### src/rtl/core/rrs_pkg.sv
// Shared types and codes for the round-robin process scheduler.
// Request, result and table-entry layouts plus command and slot-status codes.
// No dependencies.
package rrs_pkg;

	localparam int SLOT_COUNT_DEF = 16;

	// Command codes
	localparam logic [1:0] CMD_TICK  = 2'd0;
	localparam logic [1:0] CMD_WAIT  = 2'd1;
	localparam logic [1:0] CMD_KILL  = 2'd2;
	localparam logic [1:0] CMD_SPAWN = 2'd3;

	// Slot status codes
	localparam logic [1:0] ST_DEAD    = 2'd0;
	localparam logic [1:0] ST_READY   = 2'd1;
	localparam logic [1:0] ST_RUNNING = 2'd2;
	localparam logic [1:0] ST_WAITING = 2'd3;

	typedef struct packed {
		logic [1:0] command;
		logic [3:0] target_slot;
	} req_t;

	typedef struct packed {
		logic [3:0] running_slot;
		logic [3:0] spawned_slot;
	} res_t;

	// One slot of the task table
	typedef struct packed {
		logic [3:0] wait_on;
		logic [1:0] status;
	} entry_t;

endpackage

### src/rtl/core/rrs_mem.sv
// Task table memory: one write port, one registered read port, write-to-read forwarding.
// Per-entry valid bits make unwritten slots read as dead. Depends on rrs_pkg.
module rrs_mem import rrs_pkg::*; #(
	parameter int SLOT_COUNT = SLOT_COUNT_DEF
) (
	input  logic                          clk,
	input  logic                          arst_n,
	input  logic                          rd_en,
	input  logic [$clog2(SLOT_COUNT)-1:0] rd_addr,
	output entry_t                        rd_entry,
	input  logic                          wr_en,
	input  logic [$clog2(SLOT_COUNT)-1:0] wr_addr,
	input  entry_t                        wr_entry
);

	entry_t                  mem_q [SLOT_COUNT];
	logic [SLOT_COUNT-1:0]   vld_q;
	entry_t                  rd_data_q;
	logic                    rd_vld_q;
	logic                    hit;

	assign hit = wr_en && (wr_addr == rd_addr);

	always_ff @(posedge clk) begin
		if (wr_en) begin
			mem_q[wr_addr] <= wr_entry;
		end
		if (rd_en) begin
			rd_data_q <= hit ? wr_entry : mem_q[rd_addr];
		end
	end

	always_ff @(posedge clk or negedge arst_n) begin
		if (!arst_n) begin
			vld_q    <= '0;
			rd_vld_q <= 1'b0;
		end else begin
			if (wr_en) begin
				vld_q[wr_addr] <= 1'b1;
			end
			if (rd_en) begin
				rd_vld_q <= hit || vld_q[rd_addr];
			end
		end
	end

	assign rd_entry = rd_vld_q ? rd_data_q : '0;

endmodule

### src/rtl/core/rrs_seq.sv
// Command sequencer: read-modify-write over the task table, round-robin scan.
// Holds the running slot and the spawn flag. Depends on rrs_pkg.
module rrs_seq import rrs_pkg::*; #(
	parameter int SLOT_COUNT = SLOT_COUNT_DEF
) (
	input  logic                          clk,
	input  logic                          arst_n,
	input  logic                          start,
	input  req_t                          req,
	output logic                          idle,
	output logic                          done,
	output res_t                          res,
	input  logic                          out_free,
	output logic                          rd_en,
	output logic [$clog2(SLOT_COUNT)-1:0] rd_addr,
	input  entry_t                        rd_entry,
	output logic                          wr_en,
	output logic [$clog2(SLOT_COUNT)-1:0] wr_addr,
	output entry_t                        wr_entry
);

	localparam int IDX_W = $clog2(SLOT_COUNT);
	localparam int CNT_W = $clog2(SLOT_COUNT + 1);

	localparam logic [2:0] S_IDLE      = 3'd0;
	localparam logic [2:0] S_DEMOTE    = 3'd1;
	localparam logic [2:0] S_SCAN_ADDR = 3'd2;
	localparam logic [2:0] S_SCAN_CHK  = 3'd3;
	localparam logic [2:0] S_TGT_CHK   = 3'd4;
	localparam logic [2:0] S_SPAWN_CHK = 3'd5;
	localparam logic [2:0] S_DONE      = 3'd6;

	logic [2:0]       state_q, state_d;
	logic [IDX_W-1:0] cur_q, cur_d;
	logic [IDX_W-1:0] spawned_q, spawned_d;
	logic [CNT_W-1:0] scan_q, scan_d;
	logic             looped_q, looped_d;
	logic             any_q, any_d;
	logic [CNT_W-1:0] next_cnt;
	logic [IDX_W-1:0] scan_idx;
	logic             next_in;

	assign next_cnt = scan_q + CNT_W'(1);
	assign next_in  = 32'(next_cnt) < SLOT_COUNT;
	assign scan_idx = scan_q[IDX_W-1:0];

	always_comb begin
		state_d   = state_q;
		cur_d     = cur_q;
		spawned_d = spawned_q;
		scan_d    = scan_q;
		looped_d  = looped_q;
		any_d     = any_q;
		rd_en     = 1'b0;
		rd_addr   = scan_idx;
		wr_en     = 1'b0;
		wr_addr   = scan_idx;
		wr_entry  = '0;
		unique case (state_q) inside
			S_IDLE: begin
				if (start) begin
					spawned_d = '0;
					unique case (req.command)
						CMD_TICK: begin
							if (any_q) begin
								rd_en   = 1'b1;
								rd_addr = cur_q;
								state_d = S_DEMOTE;
							end else begin
								state_d = S_DONE;
							end
						end
						CMD_WAIT: begin
							wr_en            = 1'b1;
							wr_addr          = cur_q;
							wr_entry.wait_on = req.target_slot;
							wr_entry.status  = ST_WAITING;
							if (any_q) begin
								scan_d   = CNT_W'(cur_q) + CNT_W'(1);
								looped_d = 1'b0;
								state_d  = S_SCAN_ADDR;
							end else begin
								state_d = S_DONE;
							end
						end
						CMD_KILL: begin
							if (32'(req.target_slot) < SLOT_COUNT) begin
								wr_en           = 1'b1;
								wr_addr         = IDX_W'(req.target_slot);
								wr_entry.status = ST_DEAD;
							end
							state_d = S_DONE;
						end
						CMD_SPAWN: begin
							rd_en   = 1'b1;
							rd_addr = IDX_W'(1);
							scan_d  = CNT_W'(1);
							state_d = S_SPAWN_CHK;
						end
					endcase
				end
			end
			S_DEMOTE: begin
				// demote the running slot before scanning
				if (rd_entry.status == ST_RUNNING) begin
					wr_en            = 1'b1;
					wr_addr          = cur_q;
					wr_entry.wait_on = rd_entry.wait_on;
					wr_entry.status  = ST_READY;
				end
				scan_d   = CNT_W'(cur_q) + CNT_W'(1);
				looped_d = 1'b0;
				state_d  = S_SCAN_ADDR;
			end
			S_SCAN_ADDR: begin
				if (32'(scan_q) >= SLOT_COUNT) begin
					if (!looped_q) begin
						scan_d   = CNT_W'(1);
						looped_d = 1'b1;
					end else begin
						cur_d   = '0;
						state_d = S_DONE;
					end
				end else begin
					rd_en   = 1'b1;
					rd_addr = scan_idx;
					state_d = S_SCAN_CHK;
				end
			end
			S_SCAN_CHK, S_TGT_CHK: begin
				if ((state_q == S_SCAN_CHK && (rd_entry.status == ST_READY ||
				     (rd_entry.status == ST_WAITING &&
				      32'(rd_entry.wait_on) >= SLOT_COUNT))) ||
				    (state_q == S_TGT_CHK && rd_entry.status == ST_DEAD)) begin
					wr_en           = 1'b1;
					wr_addr         = scan_idx;
					wr_entry.status = ST_RUNNING;
					cur_d           = scan_idx;
					state_d         = S_DONE;
				end else if (state_q == S_SCAN_CHK && rd_entry.status == ST_WAITING) begin
					// look up the slot this one waits on
					rd_en   = 1'b1;
					rd_addr = IDX_W'(rd_entry.wait_on);
					state_d = S_TGT_CHK;
				end else begin
					scan_d = next_cnt;
					if (next_in) begin
						rd_en   = 1'b1;
						rd_addr = next_cnt[IDX_W-1:0];
						state_d = S_SCAN_CHK;
					end else begin
						state_d = S_SCAN_ADDR;
					end
				end
			end
			S_SPAWN_CHK: begin
				if (rd_entry.status == ST_DEAD) begin
					wr_en           = 1'b1;
					wr_addr         = scan_idx;
					wr_entry.status = ST_READY;
					spawned_d       = scan_idx;
					any_d           = 1'b1;
					state_d         = S_DONE;
				end else if (next_in) begin
					scan_d  = next_cnt;
					rd_en   = 1'b1;
					rd_addr = next_cnt[IDX_W-1:0];
				end else begin
					state_d = S_DONE;
				end
			end
			S_DONE: begin
				if (out_free) begin
					state_d = S_IDLE;
				end
			end
			default: begin
				state_d = S_IDLE;
			end
		endcase
	end

	always_ff @(posedge clk or negedge arst_n) begin
		if (!arst_n) begin
			state_q   <= S_IDLE;
			cur_q     <= '0;
			spawned_q <= '0;
			scan_q    <= '0;
			looped_q  <= 1'b0;
			any_q     <= 1'b0;
		end else begin
			state_q   <= state_d;
			cur_q     <= cur_d;
			spawned_q <= spawned_d;
			scan_q    <= scan_d;
			looped_q  <= looped_d;
			any_q     <= any_d;
		end
	end

	assign idle             = state_q == S_IDLE;
	assign done             = state_q == S_DONE;
	assign res.running_slot = 4'(cur_q);
	assign res.spawned_slot = 4'(spawned_q);

endmodule

### src/rtl/core/round_robin_process_scheduler.sv
// Round-robin process scheduler, top level. Uses rrs_pkg, rrs_mem and rrs_seq.
// Kill finishes without a table read; spawn scans upward from slot 1 for a dead slot;
// tick and wait scan round-robin from the slot after the running one, two passes at most.
// One request in work at a time; the next is taken in the cycle after the result loads.
// A new request is taken while the previous result still waits in the output register.
// Reset (arst_n low): all slots dead, running slot 0, no spawn seen; takes effect at once.
module round_robin_process_scheduler import rrs_pkg::*; #(
	parameter int SLOT_COUNT = SLOT_COUNT_DEF
) (
	input  logic clk,
	input  logic arst_n,
	input  logic req_valid,
	output logic req_stall,
	input  req_t req,
	output logic res_valid,
	input  logic res_stall,
	output res_t res
);

	localparam int IDX_W = $clog2(SLOT_COUNT);

	logic             start;
	logic             seq_idle;
	logic             seq_done;
	res_t             seq_res;
	logic             out_free;
	logic             rd_en;
	logic [IDX_W-1:0] rd_addr;
	entry_t           rd_entry;
	logic             wr_en;
	logic [IDX_W-1:0] wr_addr;
	entry_t           wr_entry;
	logic             res_valid_q;
	res_t             res_q;

	// Take a request only while the sequencer is idle; the request itself
	// is consumed in the cycle it is accepted.
	assign req_stall = !seq_idle;
	assign start     = req_valid && !req_stall;

	// Output register is free when empty or being drained this cycle.
	assign out_free = !res_valid_q || !res_stall;

	// Task table: status and wait target per slot.
	rrs_mem #(
		.SLOT_COUNT(SLOT_COUNT)
	) u_mem (
		.clk      (clk),
		.arst_n   (arst_n),
		.rd_en    (rd_en),
		.rd_addr  (rd_addr),
		.rd_entry (rd_entry),
		.wr_en    (wr_en),
		.wr_addr  (wr_addr),
		.wr_entry (wr_entry)
	);

	// Command sequencer: decodes the request, scans the table round-robin.
	rrs_seq #(
		.SLOT_COUNT(SLOT_COUNT)
	) u_seq (
		.clk      (clk),
		.arst_n   (arst_n),
		.start    (start),
		.req      (req),
		.idle     (seq_idle),
		.done     (seq_done),
		.res      (seq_res),
		.out_free (out_free),
		.rd_en    (rd_en),
		.rd_addr  (rd_addr),
		.rd_entry (rd_entry),
		.wr_en    (wr_en),
		.wr_addr  (wr_addr),
		.wr_entry (wr_entry)
	);

	// Load a finished result when the register can take it; drop valid once drained.
	always_ff @(posedge clk or negedge arst_n) begin
		if (!arst_n) begin
			res_valid_q <= 1'b0;
		end else if (seq_done && out_free) begin
			res_valid_q <= 1'b1;
		end else if (!res_stall) begin
			res_valid_q <= 1'b0;
		end
	end

	// Hold the payload while stalled.
	always_ff @(posedge clk) begin
		if (seq_done && out_free) begin
			res_q <= seq_res;
		end
	end

	assign res_valid = res_valid_q;
	assign res       = res_q;

endmodule

### config.mk
export PLATFORM = sky130hd
export DESIGN_NAME = round_robin_process_scheduler
export DESIGN_NICKNAME = d
export VERILOG_FILES = /design/src/rtl/core/rrs_pkg.sv /design/src/rtl/core/rrs_mem.sv /design/src/rtl/core/rrs_seq.sv /design/src/rtl/core/round_robin_process_scheduler.sv
export SDC_FILE = /design/constraint.sdc
export NUM_CORES = 1
export LEC_CHECK = 0
export BUFFER_PORTS_ARGS = -buffer_cell sky130_fd_sc_hd__buf_4
export CAP_MARGIN = 20
export CORE_ASPECT_RATIO = 0.5
export CORE_MARGIN = 1
export CORE_UTILIZATION = 55
export CTS_CLUSTER_DIAMETER = 120
export DETAILED_ROUTE_END_ITERATION = 8
export MAX_ROUTING_LAYER = met4
export PLACE_DENSITY_LB_ADDON = 0.25
export SYNTH_ARGS = -nofsm -noshare
export SYNTH_HDL_FRONTEND = slang
export SYNTH_HIERARCHICAL = 1
export SYNTH_SLANG_ARGS = --single-unit
### constraint.sdc
create_clock -name clk -period 3.2 [get_ports clk]
set_clock_uncertainty 0.05 [all_clocks]
set_input_delay 0 -clock clk [delete_from_list [all_inputs] [get_ports clk]]
set_output_delay 0 -clock clk [all_outputs]
set_load 0.01 [all_outputs]
-- Word level (Yosys, flattened, before mapping)
Memory sizes are Yosys's and may differ from the RTL's. A register that Yosys moved wholly into a read port is not among the register bits.
Cells that the tools add are included.
- output and inout port bits: 10
- word-level logic and storage cells: 158
- bits of input ports: 10
- bits in registers: 44
- memories: 1
- memory bits (writable): 96
- magnitude comparators: 5
- $add $sub $neg: 2
- mux-type cells: 79
- reduce and logical (&&, ||, !) cells: 28
- bitwise gates (word level): 1
- eq/ne operators: 31
- memory list (memory ; words ; width ; rd ports ; clocked after Yosys merged registers in ; wr ports ; RTL line ; text):
    u_mem.mem_q ; 16 ; 6 ; 1 ; 1 ; 1 ; rrs_mem.sv:16 ; entry_t mem_q [SLOT_COUNT];
- operators by type and width (kind ; number):
    $mux W4 ; 14
    $pmux W4 S2 ; 6
    $mux W5 ; 8
    $mux W3 ; 10
    $pmux W5 S5 ; 1
    $mux W1 ; 24
    $mux W6 ; 3
    $pmux W3 S6 ; 1
    $ne A2 B1 Y1 const B ; 8
    $or A16 B16 Y16 ; 1
    $ne A2 B2 Y1 const B ; 6
    $pmux W3 S4 ; 1
    $pmux W4 S3 ; 1
    $lt A4 B5 Y1 const B ; 2
    $pmux W5 S2 ; 1
    $reduce_and A10 Y1 ; 1
    $eq A3 B3 Y1 const B ; 3
    $eq A2 B2 Y1 const B ; 4
    $pmux W1 S4 ; 2
    $pmux W2 S4 ; 1
    $reduce_and A4 Y1 ; 2
    $logic_and A1 B1 Y1 ; 7
    $eq A3 B2 Y1 const B ; 2
    $ne A3 B2 Y1 const B ; 2
    26 further kinds ; 35

-- Longest topological paths before layout
- depth in word-level cells: 9
- gate-level depth with buffers: 14
- gate-level depth less buffers: 11

-- Modules after synthesis
Netlist, hierarchy kept.
- by module, submodules not included (module ; cells an instance ; seq. area each (um^2) ; instances ; area an instance (um^2)):
    rrs_mem ; 240 ; 3488.3 ; 1 ; 4807.1
    rrs_seq ; 261 ; 450.4 ; 1 ; 2008.2
    round_robin_process_scheduler ; 14 ; 265.3 ; 1 ; 297.8

-- Worst setup path after synthesis
No wires, ideal clock.
- kind: register to register
- start point: register u_seq.state_q[2]
- end point: register, netlist name u_mem/rd_data_q[0]
- path slack: -0.204 ns
- setup time: 0.260 ns
- stages on the path, launching flop included: 13
- arrival time: 3.094 ns
- data required time: 2.890 ns
- period minus slack after synthesis: 3.404 ns
- path through: dfrtp_1 -> buf_2 -> nor3_2 -> and2_1 -> nor2b_1 -> nand2_1 -> mux2i_1 -> o21ai_0 -> o32a_1 -> buf_4 -> xor2_1 -> nor4_4 -> mux2_2
- RTL lines (what ; RTL line ; text):
    start, declared ; rrs_seq.sv:33 ; logic [2:0] state_q, state_d;
    start signal, assigned ; rrs_seq.sv:192 ; state_q <= state_d;
    $logic_not A3 Y1 ; rrs_seq.sv:201 ; assign idle = state_q == S_IDLE;
    net seq_idle ; round_robin_process_scheduler.sv:23 ; logic seq_idle;
    $logic_and A1 B1 Y1 ; round_robin_process_scheduler.sv:39 ; assign start = req_valid && !req_stall;
    net start ; round_robin_process_scheduler.sv:22 ; logic start;
    $mux W4 ; rrs_seq.sv:61 ; if (start) begin
    $pmux W4 S3 ; rrs_seq.sv:59 ; unique case (state_q) inside
    net rd_addr[1] ; round_robin_process_scheduler.sv:28 ; logic [IDX_W-1:0] rd_addr;
The timed path passes the listed nets, and every way through them passes these cells.
A chain may end at the register's enable or synchronous reset.

-- Worst setup path in the final report
- start point: register u_seq.state_q[1]
- end point: register, netlist name u_mem/rd_data_q[4]
- word-level cells in the longest chain between the ends: 5
- ends and longest elaborated chain (what ; RTL line ; text):
    $eq A3 B2 Y1 or $eq A3 B3 Y1 (tied branches) ; rrs_seq.sv:131, rrs_seq.sv:140, rrs_seq.sv:134 ;
    $logic_and A1 B1 Y1 (on tied branches) ; rrs_seq.sv:140, rrs_seq.sv:131, rrs_seq.sv:134 ;
    $mux W4 or $logic_or A1 B1 Y1 (tied branches) ; rrs_seq.sv:140, rrs_seq.sv:133 ;
    $mux W4 ; rrs_seq.sv:131 ; if ((state_q == S_SCAN_CHK && (rd_entry.status == ST_READY ||
    $pmux W4 S3 (*) ; rrs_seq.sv:59 ;
    net rd_addr[0] ; round_robin_process_scheduler.sv:28 ;
Mark *: on every way through the listed nets, which the timed path passes. The rest lies on a longest branch.

==> key figures <==
Setup path
  – Critical Path RT: 3.32 ns
  – RR Startpoint: u_seq/state_q[1]
  – CP max FO: 7
  – Critical path capture point type: flip-flop
  – Critical path data arrival time: 3.50 ns
  – R2r worst-path depth: 11
  – CP Class: flip-flop to flip-flop
  – R2R Setup Slk: -0.18 ns
  – Startpoint Class: flip-flop
  – Worst Setup EP: u_mem/rd_data_q[4]
  – CP startpoint: u_seq/state_q[1]
  – Worst r2r dst: u_mem/rd_data_q[4]

Power
  – Leak Pwr: 3.64 nW
  – Max rail drop VDD: 0.628 mV
  – Total Power: 0.0105 W
  – PD cells: 1160 mW/mm^2

Floorplan
  – Die height: 82.4 um
  – Die X: 163 um
  – Starting Density: 0.583
  – Die area: 0.0134 sq mm
  – IO Count: 20
  – Core footprint: 0.0122 sq mm
  – Row count: 28

Global route
  – Vias in the first global route: 4,895
  – Initial antenna violation count: 0
  – Pin count of the biggest net entering global routing: 37
  – First-pass GRT wire length: 28.6 mm
  – Global route overflow: 0
  – Tot GR Track Use: 0.310

Final layout
  – Register Area: 0.00421 sq mm
  – Final Util: 0.744
  – Area of the multi-input gates: 0.00282 sq mm
  – Nets: 650
  – Fillers: 730
  – P&R area growth vs syn: 27.5%
  – Layout cells sized above 1: 0.385
  – Ant diodes: 0
  – Post-route insts no fill: 809

Logic synthesis
  – Post-Syn Instances: 515
  – Share of the yosys chip area belonging to registers: 0.591
  – Syn nets: 533
  – Top area cells in the synthesized netlist: edfxtp_1 46%, dfrtp_1 13%, mux4_2 8.2%
  – Synth top cells by count: 110 x edfxtp_1, 36 x dfrtp_1, 32 x nor2_1
  – Synth Flop Type: edfxtp_1
  – Cell area after synthesis: 0.00711 sq mm
  – Synth cell types: 71
  – Top-area cell type share of the netlist area: 0.464
  – Yosys warns: 6
  – Post-synth ARST share: 0.247
  – Dominant cell type by area after synthesis: edfxtp_1
  – EDFF count, synth: 110
  – Register bit count reported by yosys: 146
  – Avg Cell Area, Syn: 13.8 sq um
  – Most numerous cell in the Yosys netlist: edfxtp_1

Placed design
  – RePlAce Congestion: 0.944
  – Inst Count DP: 760
  – Pre-CTS setup slack: -0.187 ns
  – DPL Wire Length: 12.3 mm
  – I/O Buffers: 19

Min path
  – Type of the worst min-delay path: input port to asynchronous set/reset pin

Timing
  – Least-Margin Pin Slew: 0.835 ns
  – # setup viols final: 7
  – Fin. max-slew vios: 0
  – Hold Violations, Final: 0
  – RSZ-0062 raised after global routing: yes
  – Post-layout minimum cycle time: 3.38 ns
  – Slew HR: 0.437
  – Fmax: 0.296 GHz
  – Worst setup margin: -0.175 ns
  – Final Cycle Share: 1.05

CTS
  – Worst-path clk slew: 0.07 ns
  – CTS sink cnt: 146
  – Root Buffer Master: clkbuf_16
  – Worst-case clock buffer depth: 2
  – # H-tree levels: 4
  – Worst skew pair latency: 0.42 ns
  – TritonCTS buffer count: 17
  – CTS tree: built

Route
  – Antenna-violating nets left: 0
  – Mean routed wirelength per cell: 24.0 um
  – Detailed-route vias per instance: 6.27
  – First-iteration detailed-routing DRC count: 783
  – Routed WL: 19.4 mm
  – Drt first pass iters: 6
  – Via count: 5,070
  – DRC: 0

Status
  – Violated checks: negative setup slack
  – Status: complete, but fails checks

Run
  – MaxCap Viol Count: 0
## area by class of cell
cell class / count / share of cell area
tap: 165 / 0.0228
multi-input combinational: 322 / 0.311
inverter: 15 / 0.00621
sequential: 146 / 0.464
clock buffer: 17 / 0.0469
timing repair buffer: 130 / 0.127
clock inverter: 14 / 0.0215
## repair_timing
action / in CTS / in global routing
cloned: 1 / 1
buffers inserted: 5 / 9
endpoints found under the hold margin: 45 / 0
pin swaps: 0 / 8
hold buffers: 2 / 0
gates resized for setup: 9 / 29
setup endpoints to repair: 7 / 38
## how the worst min path moves through the flow
stage | cells after the start | start | endpoint | slack (ns)
floorplan | 0 | arst_n | res_valid | -0.35
global placement | 1 | arst_n | u_seq/state_q[0] | -0.06
detailed placement | 1 | arst_n | u_seq/looped_q | -0.04
CTS | 2 | arst_n | u_seq/looped_q | 0.06
global route | 2 | arst_n | u_seq/looped_q | 0.09
finish | 2 | arst_n | u_seq/state_q[0] | 0.04
## worst max-delay path, stage by stage (launching register included)
cell       delay, ns
dfrtp_2         0.44
or3b_4          0.46
mux2i_4         0.21
a21oi_2         0.07
a2bb2oi_2       0.15
o221ai_4        0.30
buf_12          0.20
buf_12          0.11
mux4_2          0.49
mux2i_1         0.25
mux2i_1         0.11
mux2_2          0.27
## power by group
part           internal, W  leakage (nW)  switching (W)
sequential         0.00242          1.53       0.000183
combinational      0.00309          1.81        0.00271
clock              0.00126         0.302       0.000867
total              0.00676          3.64        0.00376
## flip-flops by register name, summed over array words and instances (netlist names)
| signal | flops |
|---|---|
| res | 8 |
| u_seq/spawned_q | 4 |
| res_valid | 1 |
| u_seq/state_q | 3 |
| u_seq/looped_q | 1 |
| u_mem/rd_data_q | 6 |
| u_mem/vld_q | 16 |
| u_mem/rd_vld_q | 1 |
| u_seq/cur_q | 4 |
| u_mem/mem_q | 96 |
| u_seq/scan_q | 5 |
| u_seq/any_q | 1 |
## kinds of logic (layout without fill, tap and decap cells)
logic type	Yosys count	in the layout	synth area share
xor gates and xnor gates	10	10	0.0123
AOI/OAI and AO/OA	100	100	0.0978
muxes	64	64	0.144
and+or+nand+nor	140	140	0.106
buffers and inverters	47	176	0.0343
DFF	146	146	0.591
adders and majority gates	8	8	0.0141
## metrics by stage
| step | hold WS, ns | cell area [sq um] | TNS (ns) |
|---|---|---|---|
| floorplan | -0.346 | 7160 | -0.375 |
| global placement | -0.0569 | 8100 | -0.527 |
| detailed placement | -0.0443 | 8100 | -0.871 |
| CTS | 0.0555 | 8850 | -0.413 |
| global route | 0.0928 | 9070 | -1.76 |
| finish | 0.0400 | 9070 | -0.961 |
## routing by layer
layer / track usage / vias up / share of wire
met4: 0.105 / 0 / 0.025
met2: 0.494 / 280 / 0.47
met3: 0.0584 / 51 / 0.079
li1: - / 2213 / -
met5: - / - / 0
met1: 0.407 / 2526 / 0.42
## layout by cell type, fill, tap and decap left out, drive strengths merged, types with 8 or more instances in the layout
master	Yosys	final
a21oi	14	14
a22o	8	8
and2	9	9
buf	20	126
clkbuf	12	18
dfrtp	36	36
edfxtp	110	110
ha	8	8
inv	15	22
mux2	11	11
mux2i	25	25
mux4	28	28
nand2	27	27
nand2b	9	9
nand3	8	8
nor2	33	33
nor3	8	8
o21ai	23	23
o22ai	9	9
or2	20	20
(Power assumes the default switching activity.)
